==> src/hw/rtl/prd_pkg.sv <==
// Package for the property record deframer: codes, result type, helpers.
`default_nettype none
package prd_pkg;

	typedef enum logic [1:0] {
		PH_KIND = 2'd0,
		PH_ID   = 2'd1,
		PH_VAR  = 2'd2,
		PH_PAY  = 2'd3
	} phase_t;

	typedef enum logic [2:0] {
		CLS_UNSIGNED = 3'd0,
		CLS_SIGNED   = 3'd1,
		CLS_STRING   = 3'd2,
		CLS_BLOB     = 3'd3,
		CLS_UNKNOWN  = 3'd4
	} kind_class_t;

	localparam logic [1:0] CFG_UNSIGNED = 2'd0;
	localparam logic [1:0] CFG_SIGNED   = 2'd1;
	localparam logic [1:0] CFG_STRING   = 2'd2;
	localparam logic [1:0] CFG_BLOB     = 2'd3;

	localparam logic [7:0] CHUNK_MASK = 8'h7F;
	localparam logic [7:0] CONT_BIT   = 8'h80;
	localparam logic [5:0] SHIFT_STEP = 6'd7;
	localparam logic [5:0] SHIFT_CAP  = 6'd35;
	localparam logic [31:0] COUNT_MAX = 32'hFFFF_FFFF;

	typedef struct packed {
		logic [2:0]  kind_class;
		logic [7:0]  raw_kind;
		logic [31:0] prop_id;
		logic [31:0] value;
		logic        is_payload;
		logic [7:0]  payload_byte;
		logic        record_last;
		logic [31:0] record_bytes;
		logic        overlong;
		logic        write_protect;
	} result_t;

	function automatic logic [31:0] zz_unfold(input logic [31:0] a);
		zz_unfold = (a >> 1) ^ {32{a[0]}};
	endfunction

endpackage
`default_nettype wire

==> src/hw/rtl/property_record_deframer_top.sv <==
// Property record deframer: takes one stream byte per item and parses
// kind / id / varint / payload records. The parse state updates at the
// accepting edge and any result lands in an output register, so a new byte
// can be accepted each cycle while in_stall is low. A one-entry
// skid stage behind the output register lets the input keep moving while a
// result waits, until a second result has to be held; in_stall rises only
// when both hold a result. The kind class is fixed when the fourth id byte
// arrives, so code register writes affect only records whose id is not yet
// complete.
`default_nettype none
module property_record_deframer_top
	import prd_pkg::*;
(
	input  wire logic        clk,
	input  wire logic        arst_n,
	input  wire logic        cfg_we,
	input  wire logic [1:0]  cfg_index,
	input  wire logic [7:0]  cfg_data,
	input  wire logic        in_valid,
	output logic             in_stall,
	input  wire logic [7:0]  data_byte,
	output logic             out_valid,
	input  wire logic        out_stall,
	output logic [2:0]       kind_class,
	output logic [7:0]       raw_kind,
	output logic [31:0]      prop_id,
	output logic [31:0]      value,
	output logic             is_payload,
	output logic [7:0]       payload_byte,
	output logic             record_last,
	output logic [31:0]      record_bytes,
	output logic             overlong,
	output logic             write_protect
);

	logic [7:0] code_unsigned_q, code_signed_q, code_string_q, code_blob_q;

	phase_t      phase_q, phase_d;
	logic [7:0]  kind_q, kind_d;
	logic [31:0] id_q, id_d;
	logic [1:0]  id_idx_q, id_idx_d;
	logic [31:0] accum_q, accum_d;
	logic [5:0]  shift_q, shift_d;
	logic        ovl_q, ovl_d;
	logic [31:0] left_q, left_d;
	logic [31:0] count_q, count_d;
	kind_class_t class_q, class_d;

	logic        accept;
	logic        res_valid;
	result_t     res;
	logic        out_v_q, skid_v_q;
	result_t     out_q, skid_q;

	logic [6:0]  chunk;
	logic [34:0] chunk_wide;
	logic [31:0] id_shifted;

	assign accept   = in_valid & ~in_stall;
	assign in_stall = skid_v_q;

	// Code registers
	always_ff @(posedge clk or negedge arst_n) begin
		if (!arst_n) begin
			code_unsigned_q <= 8'd0;
			code_signed_q   <= 8'd1;
			code_string_q   <= 8'd2;
			code_blob_q     <= 8'd3;
		end else if (cfg_we) begin
			unique case (cfg_index)
				CFG_UNSIGNED: code_unsigned_q <= cfg_data;
				CFG_SIGNED:   code_signed_q   <= cfg_data;
				CFG_STRING:   code_string_q   <= cfg_data;
				CFG_BLOB:     code_blob_q     <= cfg_data;
			endcase
		end
	end

	assign chunk      = data_byte[6:0] & CHUNK_MASK[6:0];
	assign chunk_wide = {28'd0, chunk} << shift_q[4:0];
	assign id_shifted = {24'd0, data_byte} << {id_idx_q, 3'b000};

	// Next parse state
	always_comb begin
		phase_d  = phase_q;
		kind_d   = kind_q;
		id_d     = id_q;
		id_idx_d = id_idx_q;
		accum_d  = accum_q;
		shift_d  = shift_q;
		ovl_d    = ovl_q;
		left_d   = left_q;
		class_d  = class_q;
		count_d  = (count_q != COUNT_MAX) ? count_q + 32'd1 : count_q;
		unique case (phase_q)
			PH_ID: begin
				id_d = id_q | id_shifted;
				if (id_idx_q != 2'd3) begin
					id_idx_d = id_idx_q + 2'd1;
				end else begin
					id_idx_d = 2'd0;
					// first matching code wins
					if (kind_q == code_unsigned_q)    class_d = CLS_UNSIGNED;
					else if (kind_q == code_signed_q) class_d = CLS_SIGNED;
					else if (kind_q == code_string_q) class_d = CLS_STRING;
					else if (kind_q == code_blob_q)   class_d = CLS_BLOB;
					else                              class_d = CLS_UNKNOWN;
					phase_d = (class_d == CLS_UNKNOWN) ? PH_KIND : PH_VAR;
				end
			end
			PH_VAR: begin
				if (shift_q < 6'd32) begin
					accum_d = accum_q | chunk_wide[31:0];
					if (chunk_wide[34:32] != 3'd0) ovl_d = 1'b1;
				end else if (chunk != 7'd0) begin
					ovl_d = 1'b1;
				end
				if (shift_q < SHIFT_CAP) shift_d = shift_q + SHIFT_STEP;
				if ((data_byte & CONT_BIT) == 8'd0) begin
					if (class_q == CLS_STRING || class_q == CLS_BLOB) begin
						left_d  = accum_d;
						phase_d = (accum_d == 32'd0) ? PH_KIND : PH_PAY;
					end else begin
						phase_d = PH_KIND;
					end
				end
			end
			PH_PAY: begin
				if (left_q != 32'd0) left_d = left_q - 32'd1;
				if (left_d == 32'd0) phase_d = PH_KIND;
			end
			default: begin
				kind_d   = data_byte;
				id_d     = 32'd0;
				id_idx_d = 2'd0;
				accum_d  = 32'd0;
				shift_d  = 6'd0;
				ovl_d    = 1'b0;
				left_d   = 32'd0;
				count_d  = 32'd1;
				phase_d  = PH_ID;
			end
		endcase
	end

	// Result for the current byte
	always_comb begin
		res_valid          = 1'b0;
		res.kind_class     = class_d;
		res.raw_kind       = kind_d;
		res.prop_id        = id_d;
		res.value          = accum_d;
		res.is_payload     = 1'b0;
		res.payload_byte   = 8'd0;
		res.record_last    = 1'b1;
		res.record_bytes   = count_d;
		res.overlong       = ovl_d;
		res.write_protect  = (class_d == CLS_BLOB);
		unique case (phase_q)
			PH_ID: begin
				res_valid = (id_idx_q == 2'd3) && (class_d == CLS_UNKNOWN);
				res.value = 32'd0;
			end
			PH_VAR: begin
				res_valid = (data_byte & CONT_BIT) == 8'd0;
				if (class_q == CLS_SIGNED) begin
					res.value = zz_unfold(accum_d);
				end else if (class_q == CLS_STRING || class_q == CLS_BLOB) begin
					res.record_last = (accum_d == 32'd0);
				end
			end
			PH_PAY: begin
				res_valid        = 1'b1;
				res.is_payload   = 1'b1;
				res.payload_byte = data_byte;
				res.record_last  = (left_d == 32'd0);
			end
			default: res_valid = 1'b0;
		endcase
	end

	always_ff @(posedge clk or negedge arst_n) begin
		if (!arst_n) begin
			phase_q  <= PH_KIND;
			kind_q   <= 8'd0;
			id_q     <= 32'd0;
			id_idx_q <= 2'd0;
			accum_q  <= 32'd0;
			shift_q  <= 6'd0;
			ovl_q    <= 1'b0;
			left_q   <= 32'd0;
			count_q  <= 32'd0;
			class_q  <= CLS_UNSIGNED;
		end else if (accept) begin
			phase_q  <= phase_d;
			kind_q   <= kind_d;
			id_q     <= id_d;
			id_idx_q <= id_idx_d;
			accum_q  <= accum_d;
			shift_q  <= shift_d;
			ovl_q    <= ovl_d;
			left_q   <= left_d;
			count_q  <= count_d;
			class_q  <= class_d;
		end
	end

	// Output register and skid stage
	always_ff @(posedge clk or negedge arst_n) begin
		if (!arst_n) begin
			out_v_q  <= 1'b0;
			skid_v_q <= 1'b0;
		end else if (!out_v_q || !out_stall) begin
			if (skid_v_q) begin
				out_v_q  <= 1'b1;
				skid_v_q <= 1'b0;
			end else begin
				out_v_q <= accept & res_valid;
			end
		end else if (accept && res_valid) begin
			skid_v_q <= 1'b1;
		end
	end

	always_ff @(posedge clk) begin
		if (!out_v_q || !out_stall) begin
			out_q <= skid_v_q ? skid_q : res;
		end else if (accept && res_valid) begin
			skid_q <= res;
		end
	end

	assign out_valid     = out_v_q;
	assign kind_class    = out_q.kind_class;
	assign raw_kind      = out_q.raw_kind;
	assign prop_id       = out_q.prop_id;
	assign value         = out_q.value;
	assign is_payload    = out_q.is_payload;
	assign payload_byte  = out_q.payload_byte;
	assign record_last   = out_q.record_last;
	assign record_bytes  = out_q.record_bytes;
	assign overlong      = out_q.overlong;
	assign write_protect = out_q.write_protect;

	a_skid_behind_out: assert property (@(posedge clk) disable iff (!arst_n)
		skid_v_q |-> out_v_q)
		else $error("skid holds an item while the output register is empty");

	a_no_result_on_kind: assert property (@(posedge clk) disable iff (!arst_n)
		(res_valid && phase_q == PH_KIND) |-> 1'b0)
		else $error("kind byte produced a result");

	a_payload_phase: assert property (@(posedge clk) disable iff (!arst_n)
		(res_valid && res.is_payload) |-> (phase_q == PH_PAY))
		else $error("payload result outside the payload phase");

	a_shift_cap: assert property (@(posedge clk) disable iff (!arst_n)
		shift_q <= SHIFT_CAP)
		else $error("varint shift passed its cap");

endmodule
`default_nettype wire
==> config.mk <==
export PLATFORM = sky130hd
export DESIGN_NAME = property_record_deframer_top
export DESIGN_NICKNAME = d
export VERILOG_FILES = /design/src/hw/rtl/prd_pkg.sv /design/src/hw/rtl/property_record_deframer_top.sv
export SDC_FILE = /design/constraint.sdc
export NUM_CORES = 1
export LEC_CHECK = 0
export BUFFER_PORTS_ARGS = -buffer_cell sky130_fd_sc_hd__buf_4
export CORE_AREA = 3 3 226 228
export DETAILED_ROUTE_END_ITERATION = 10
export DIE_AREA = 0 0 229 231
export PLACE_DENSITY = 0.58
export SYNTH_ARGS = -nofsm -noshare
export SYNTH_HDL_FRONTEND = slang
export SYNTH_SLANG_ARGS = --single-unit
==> constraint.sdc <==
create_clock -name clk -period 22.8 [get_ports clk]
set_input_delay 2.28 -clock clk [delete_from_list [all_inputs] [get_ports clk]]
set_output_delay 2.28 -clock clk [all_outputs]
set_load 0.03 [all_outputs]
Yosys cells after proc, flatten, opt, wreduce, memory -nomap -nowiden --
Cells that the tools add are included.
Operators by class: bitwise logic cells 9, reductions and logical operators 27, $add $sub $neg 4, shift-type cells 2, magnitude comparators 2, muxes and demuxes 46, eq/ne operators 23
Operators with widths (number):
- $mux W32 | 9
- $pmux W32 S2 | 3
- $logic_not A32 Y1 | 4
- $mux W119 | 1
- $pmux W32 S3 | 1
- $or A32 B32 Y32 | 2
- $shl A7 B5 Y35 | 1
- $add A32 B1 Y32 const B | 1
- $eq A8 B8 Y1 | 4
- $ne A32 B32 Y1 const B | 1
- $reduce_bool A32 Y1 | 1
- $shl A8 B5 Y32 | 1
- $sub A32 B1 Y32 const B | 1
- $xor A31 B32 Y32 | 1
- $mux W3 | 8
- $mux W2 | 7
- $lt A6 B6 Y1 const B | 2
- $pmux W6 S2 | 1
- $reduce_and A2 Y1 | 6
- $eq A2 B2 Y1 const B | 5
- $ne A2 B2 Y1 const B | 5
- $eq A3 B2 Y1 const B | 3
- $mux W9 | 1
- $logic_not A8 Y1 | 1
- 25 further kinds | 43
Storage, ports and cells: bits in registers 422, logic and storage cells 149, bits of input ports 23, output and inout port bits 121

Depth between registers and ports, before layout --
depth in word-level cells 15, mapped depth 16, gate-level depth less buffers 14

Least setup slack after synthesis --
No wires, ideal clock.
path kind input port to flip-flop, start point in out_stall, end point reg skid_q[0] in the netlist's numbering, enable pin, cell stages on the path 2, library setup time 0.598 ns, data arrival time 10.283 ns, required time 22.202 ns, path slack 11.918 ns, buffers on the path 0, path through nand2_1 > nor2_1
Between the ends: word-level cells in the longest chain between the ends 4
Ends and longest elaborated chain:
- from (decl) | RTL line property_record_deframer_top.sv:23 | input wire logic out_stall,
- $logic_not A1 Y1 | RTL line property_record_deframer_top.sv:226 | if (!out_v_q || !out_stall) begin
- $logic_or A1 B1 Y1 | RTL line property_record_deframer_top.sv:226
- $not A1 Y1 (no source line)
- $reduce_and A2 Y1 (no source line)
- to (signal assigned) | RTL line property_record_deframer_top.sv:229 | skid_q <= res;
- to (decl) | RTL line property_record_deframer_top.sv:53 | result_t out_q, skid_q;
Every way passes these cells. A chain may end at the register's enable or synchronous reset.

Final worst setup path --
start point in in_valid, end point reg skid_q[108] in the netlist's numbering, enable pin
Between the ends: word-level cells in the longest chain between the ends 3
Ends and longest elaborated chain:
- from (decl) | RTL line property_record_deframer_top.sv:19 | input wire logic in_valid,
- $and A1 B1 Y1 | RTL line property_record_deframer_top.sv:59 | assign accept = in_valid & ~in_stall;
- $logic_and A1 B1 Y1 | RTL line property_record_deframer_top.sv:228 | end else if (accept && res_valid) begin
- $reduce_and A2 Y1 (no source line)
Every way passes these cells.

==> impl_metrics.env <==
export IMPL_status="completed"
export IMPL_cp_required_ns=23.00
export IMPL_cts_buffer_depth=3
export IMPL_start_kind="primary input"
export IMPL_synth_ff_type="edfxtp_1"
export IMPL_die_h_um=231
export IMPL_cap_violations=0
export IMPL_ys_seq_area_frac=0.5312
export IMPL_synth_cells=2171
export IMPL_numCtsBuffers=46
export IMPL_groute_usage_overall=0.2439
export IMPL_cts_root_buffer="clkbuf_16"
export IMPL_antenna_found_initial=3
export IMPL_syn_avg_cell_area_sq_um=10.19
export IMPL_antenna_left=0
export IMPL_synth_warning_count=0
export IMPL_fmax_mhz=181.6
export IMPL_die_w_um=229
export IMPL_cellInternalPower_mw=1.560
export IMPL_hp_class="flip-flop to flip-flop"
export IMPL_pwr_share_seq=0.405
export IMPL_rsz0062_at_grt="no"
export IMPL_drv_slew=0
export IMPL_end_kind="flip-flop"
export IMPL_core_area_sq_um=49050
export IMPL_async_reset_ff_frac=0.4360
export IMPL_cts_setup_buffers=0
export IMPL_hold_violations=0
export IMPL_power_density_nw_per_um2=95.56
export IMPL_gp_congestion=0.9892
export IMPL_path_class="primary input to flip-flop"
export IMPL_nets=2261
export IMPL_synth_seq_cells=422
export IMPL_period_minus_slack_ns=5.506
export IMPL_start_util=0.4512
export IMPL_grt_max_degree=103
export IMPL_fp_row_count=81
export IMPL_slew_headroom=0.1616
export IMPL_cts_tree="yes"
export IMPL_leakagePower_nw=10.08
export IMPL_crit_path_max_fanout=73
export IMPL_grt_pass1_vias=16481
export IMPL_setup_violations=0
export IMPL_power_total_mw=2.409
export IMPL_p_comb_frac=0.280
export IMPL_htreeDepth=2
export IMPL_clock_power_share=0.314
export IMPL_clock_sinks=422
export IMPL_grt_ovfl_total=0
export IMPL_cts_hold_buf=0
export IMPL_clock_latency_ns=0.59
export IMPL_die_area_sq_um=52900
export IMPL_fillers=4500
export IMPL_switchingPower_mw=0.8494
export IMPL_viasPerCell=6.008
export IMPL_drt_total_wl_mm=65.61
export IMPL_wire_per_inst_um=22.39
export IMPL_fin_crit_sh=0.2415
export IMPL_syn_area_sq_um=22130
export IMPL_cts_clk_slew_worst_paths_ns=0.06
export IMPL_worst_slew_pin_slew_ns=1.255
export IMPL_initialDrtViolationCount=1902
export IMPL_dp_hpwl_mm=44.98
export IMPL_post_cts_resized=0
export IMPL_vias=17610
export IMPL_io_pins=144
export IMPL_peakVddDrop_v=0.00005371
export IMPL_drive_gt1_frac=0.1726
export IMPL_grt_pass1_wl_mm=101.5
export IMPL_cp_data_arrival_time_ns=5.70
export IMPL_synth_edff_count=238
export IMPL_drc_errors=0
export IMPL_ys_types=89
export IMPL_firstDrtPassIters=9
export IMPL_swShare=0.3525
export IMPL_portBuffers=143
export IMPL_fin_skew_ns=0.02227
export IMPL_timing_setup_tns_ns=0
export IMPL_layout_area_overhead_vs_synth_pct=13.92
export IMPL_synth_nets=2204
[per-layer routing]
layer | global-route usage | share of wire | vias up | routed length [um]
met2 | 0.3668 | 0.44 | 739 | 29010
li1 | - | - | 8101 | -
met1 | 0.3582 | 0.45 | 8640 | 29510
met5 | 0 | 0 | - | 0
met4 | 0.07431 | 0.030 | 0 | 1967
met3 | 0.04677 | 0.078 | 130 | 5134
[worst paths after layout]
path | from | end | slack [ns] | cells after the start
max in group asynchronous | arst_n | in_stall | 18.91 | 3
hold / removal | id_q[1] | id_q[1] | 0.48 | 2
setup reg to reg | in_stall | skid_q[108] | 18.25 | 6
setup / recovery | in_valid | skid_q[108] | 17.29 | 7
hold reg to reg | id_q[1] | id_q[1] | 0.48 | 2
min in group asynchronous | arst_n | code_blob_q[2] | 1.72 | 1
[worst max-delay path, stage by stage]
cell      delay [ns]
buf_4           0.11
nand2b_4        0.35
nor2_1          0.97
o31ai_1         0.31
nor2_4          0.14
buf_4           0.54
buf_4           0.84
[cell families after synthesis]
logic type / share of synthesized area
flops: 0.5312
buf+inv: 0.03641
simple gates: 0.1685
xor+xnor: 0.03839
fa+ha+maj: 0.006106
mux: 0.06399
compound gates: 0.1554
[area by class of cell]
class	count	area, sq um	area share
diodes	1	2.502	0.00009925
clock buffers	58	1247	0.04947
clock inverters	28	277.8	0.01102
inverters	44	165.2	0.006550
multi-input cells	1542	9635	0.3821
flip-flops and latches	422	11760	0.4664
well taps	664	830.8	0.03295
repair buffers	172	1295	0.05136
[power by group through the flow]
stage	Clock, mW	Sequential, mW	Combinational [mW]
3_5_place_dp	0	0.992	0.670
2_1_floorplan	0	1.05	0.382
3_3_place_gp	0	0.989	0.665
6_report	0.758	0.977	0.675
5_1_grt	0.812	0.988	0.724
4_1_cts	0.778	0.977	0.672
[registers in the layout, summed over array words and instances (netlist names), 8 cells and up]
register / count
id_q: 32
accum_q: 32
payload_byte: 8
count_q: 32
raw_kind: 8
left_q: 32
prop_id: 32
skid_q: 119
code_string_q: 8
record_bytes: 32
code_signed_q: 8
kind_q: 8
code_blob_q: 8
code_unsigned_q: 8
value: 32
[through the flow]
stage / setup WS, ns / instance area (sq um) / utilization / hold slack (ns) / cells
5_1_grt: 17.03 / 25210 / 0.5140 / 0.5069 / 2931
6_report: 17.29 / 25210 / 0.5140 / 0.4839 / 2931
3_3_place_gp: 16.78 / 23690 / 0.4829 / 0.4624 / 2844
2_1_floorplan: 11.92 / 22130 / - / 0.4497 / 2171
4_1_cts: 17.29 / 25210 / 0.5140 / 0.4850 / 2930
3_5_place_dp: 16.67 / 23690 / 0.4829 / 0.4714 / 2844
[cells in the final DEF (no fill, tap or decap), types with 11 or more instances in the layout]
cell and count:
nand4_1 21, or2_2 11, a21oi_1 69, xnor2_1 52, nand3_1 45, o211ai_1 13, and2_1 16, o31ai_1 61
buf_4 171, a211oi_1 25, nor2_1 165, a22oi_1 60, clkbuf_16 47, nand2_1 352, mux2i_1 14, mux2_2 99
nor3_1 52, inv_1 43, dfrtp_1 179, o21ai_0 149, xor2_1 45, edfxtp_1 238, nor4_1 33, and3_1 18
[cells in the mapped netlist, drive strengths merged, types with 9 or more instances]
| cell type | count | area (sq um) |
|---|---|---|
| nand2 | 353 | 1325 |
| edfxtp | 238 | 7147 |
| dfrtp | 180 | 4504 |
| nor2 | 168 | 630.6 |
| o21ai | 155 | 779.5 |
| clkbuf | 133 | 499.2 |
| mux2 | 104 | 1186 |
| a21oi | 70 | 354.1 |
| o31ai | 61 | 457.9 |
| a22oi | 60 | 450.4 |
| nor3 | 55 | 296.5 |
| xnor2 | 52 | 455.4 |
| nand3 | 46 | 235.2 |
| xor2 | 45 | 394.1 |
| inv | 44 | 165.2 |
| nor4 | 37 | 265.3 |
| buf | 30 | 141.4 |
| a211oi | 25 | 187.7 |
| nand4 | 21 | 131.4 |
| and3 | 18 | 112.6 |
| and2 | 16 | 100.1 |
| mux2i | 14 | 140.1 |
| o211ai | 14 | 110.1 |
| nor2b | 12 | 75.07 |
| or2 | 11 | 68.82 |
| a31oi | 10 | 62.56 |
| a32o | 10 | 100.1 |
| and4 | 10 | 87.58 |
| ha | 10 | 125.1 |
| or3 | 10 | 62.56 |
| a21boi | 9 | 67.56 |
| a22o | 9 | 78.83 |
| nor3b | 9 | 67.56 |
| o21a | 9 | 67.56 |
Note: power is estimated with default switching activity, not from simulation.
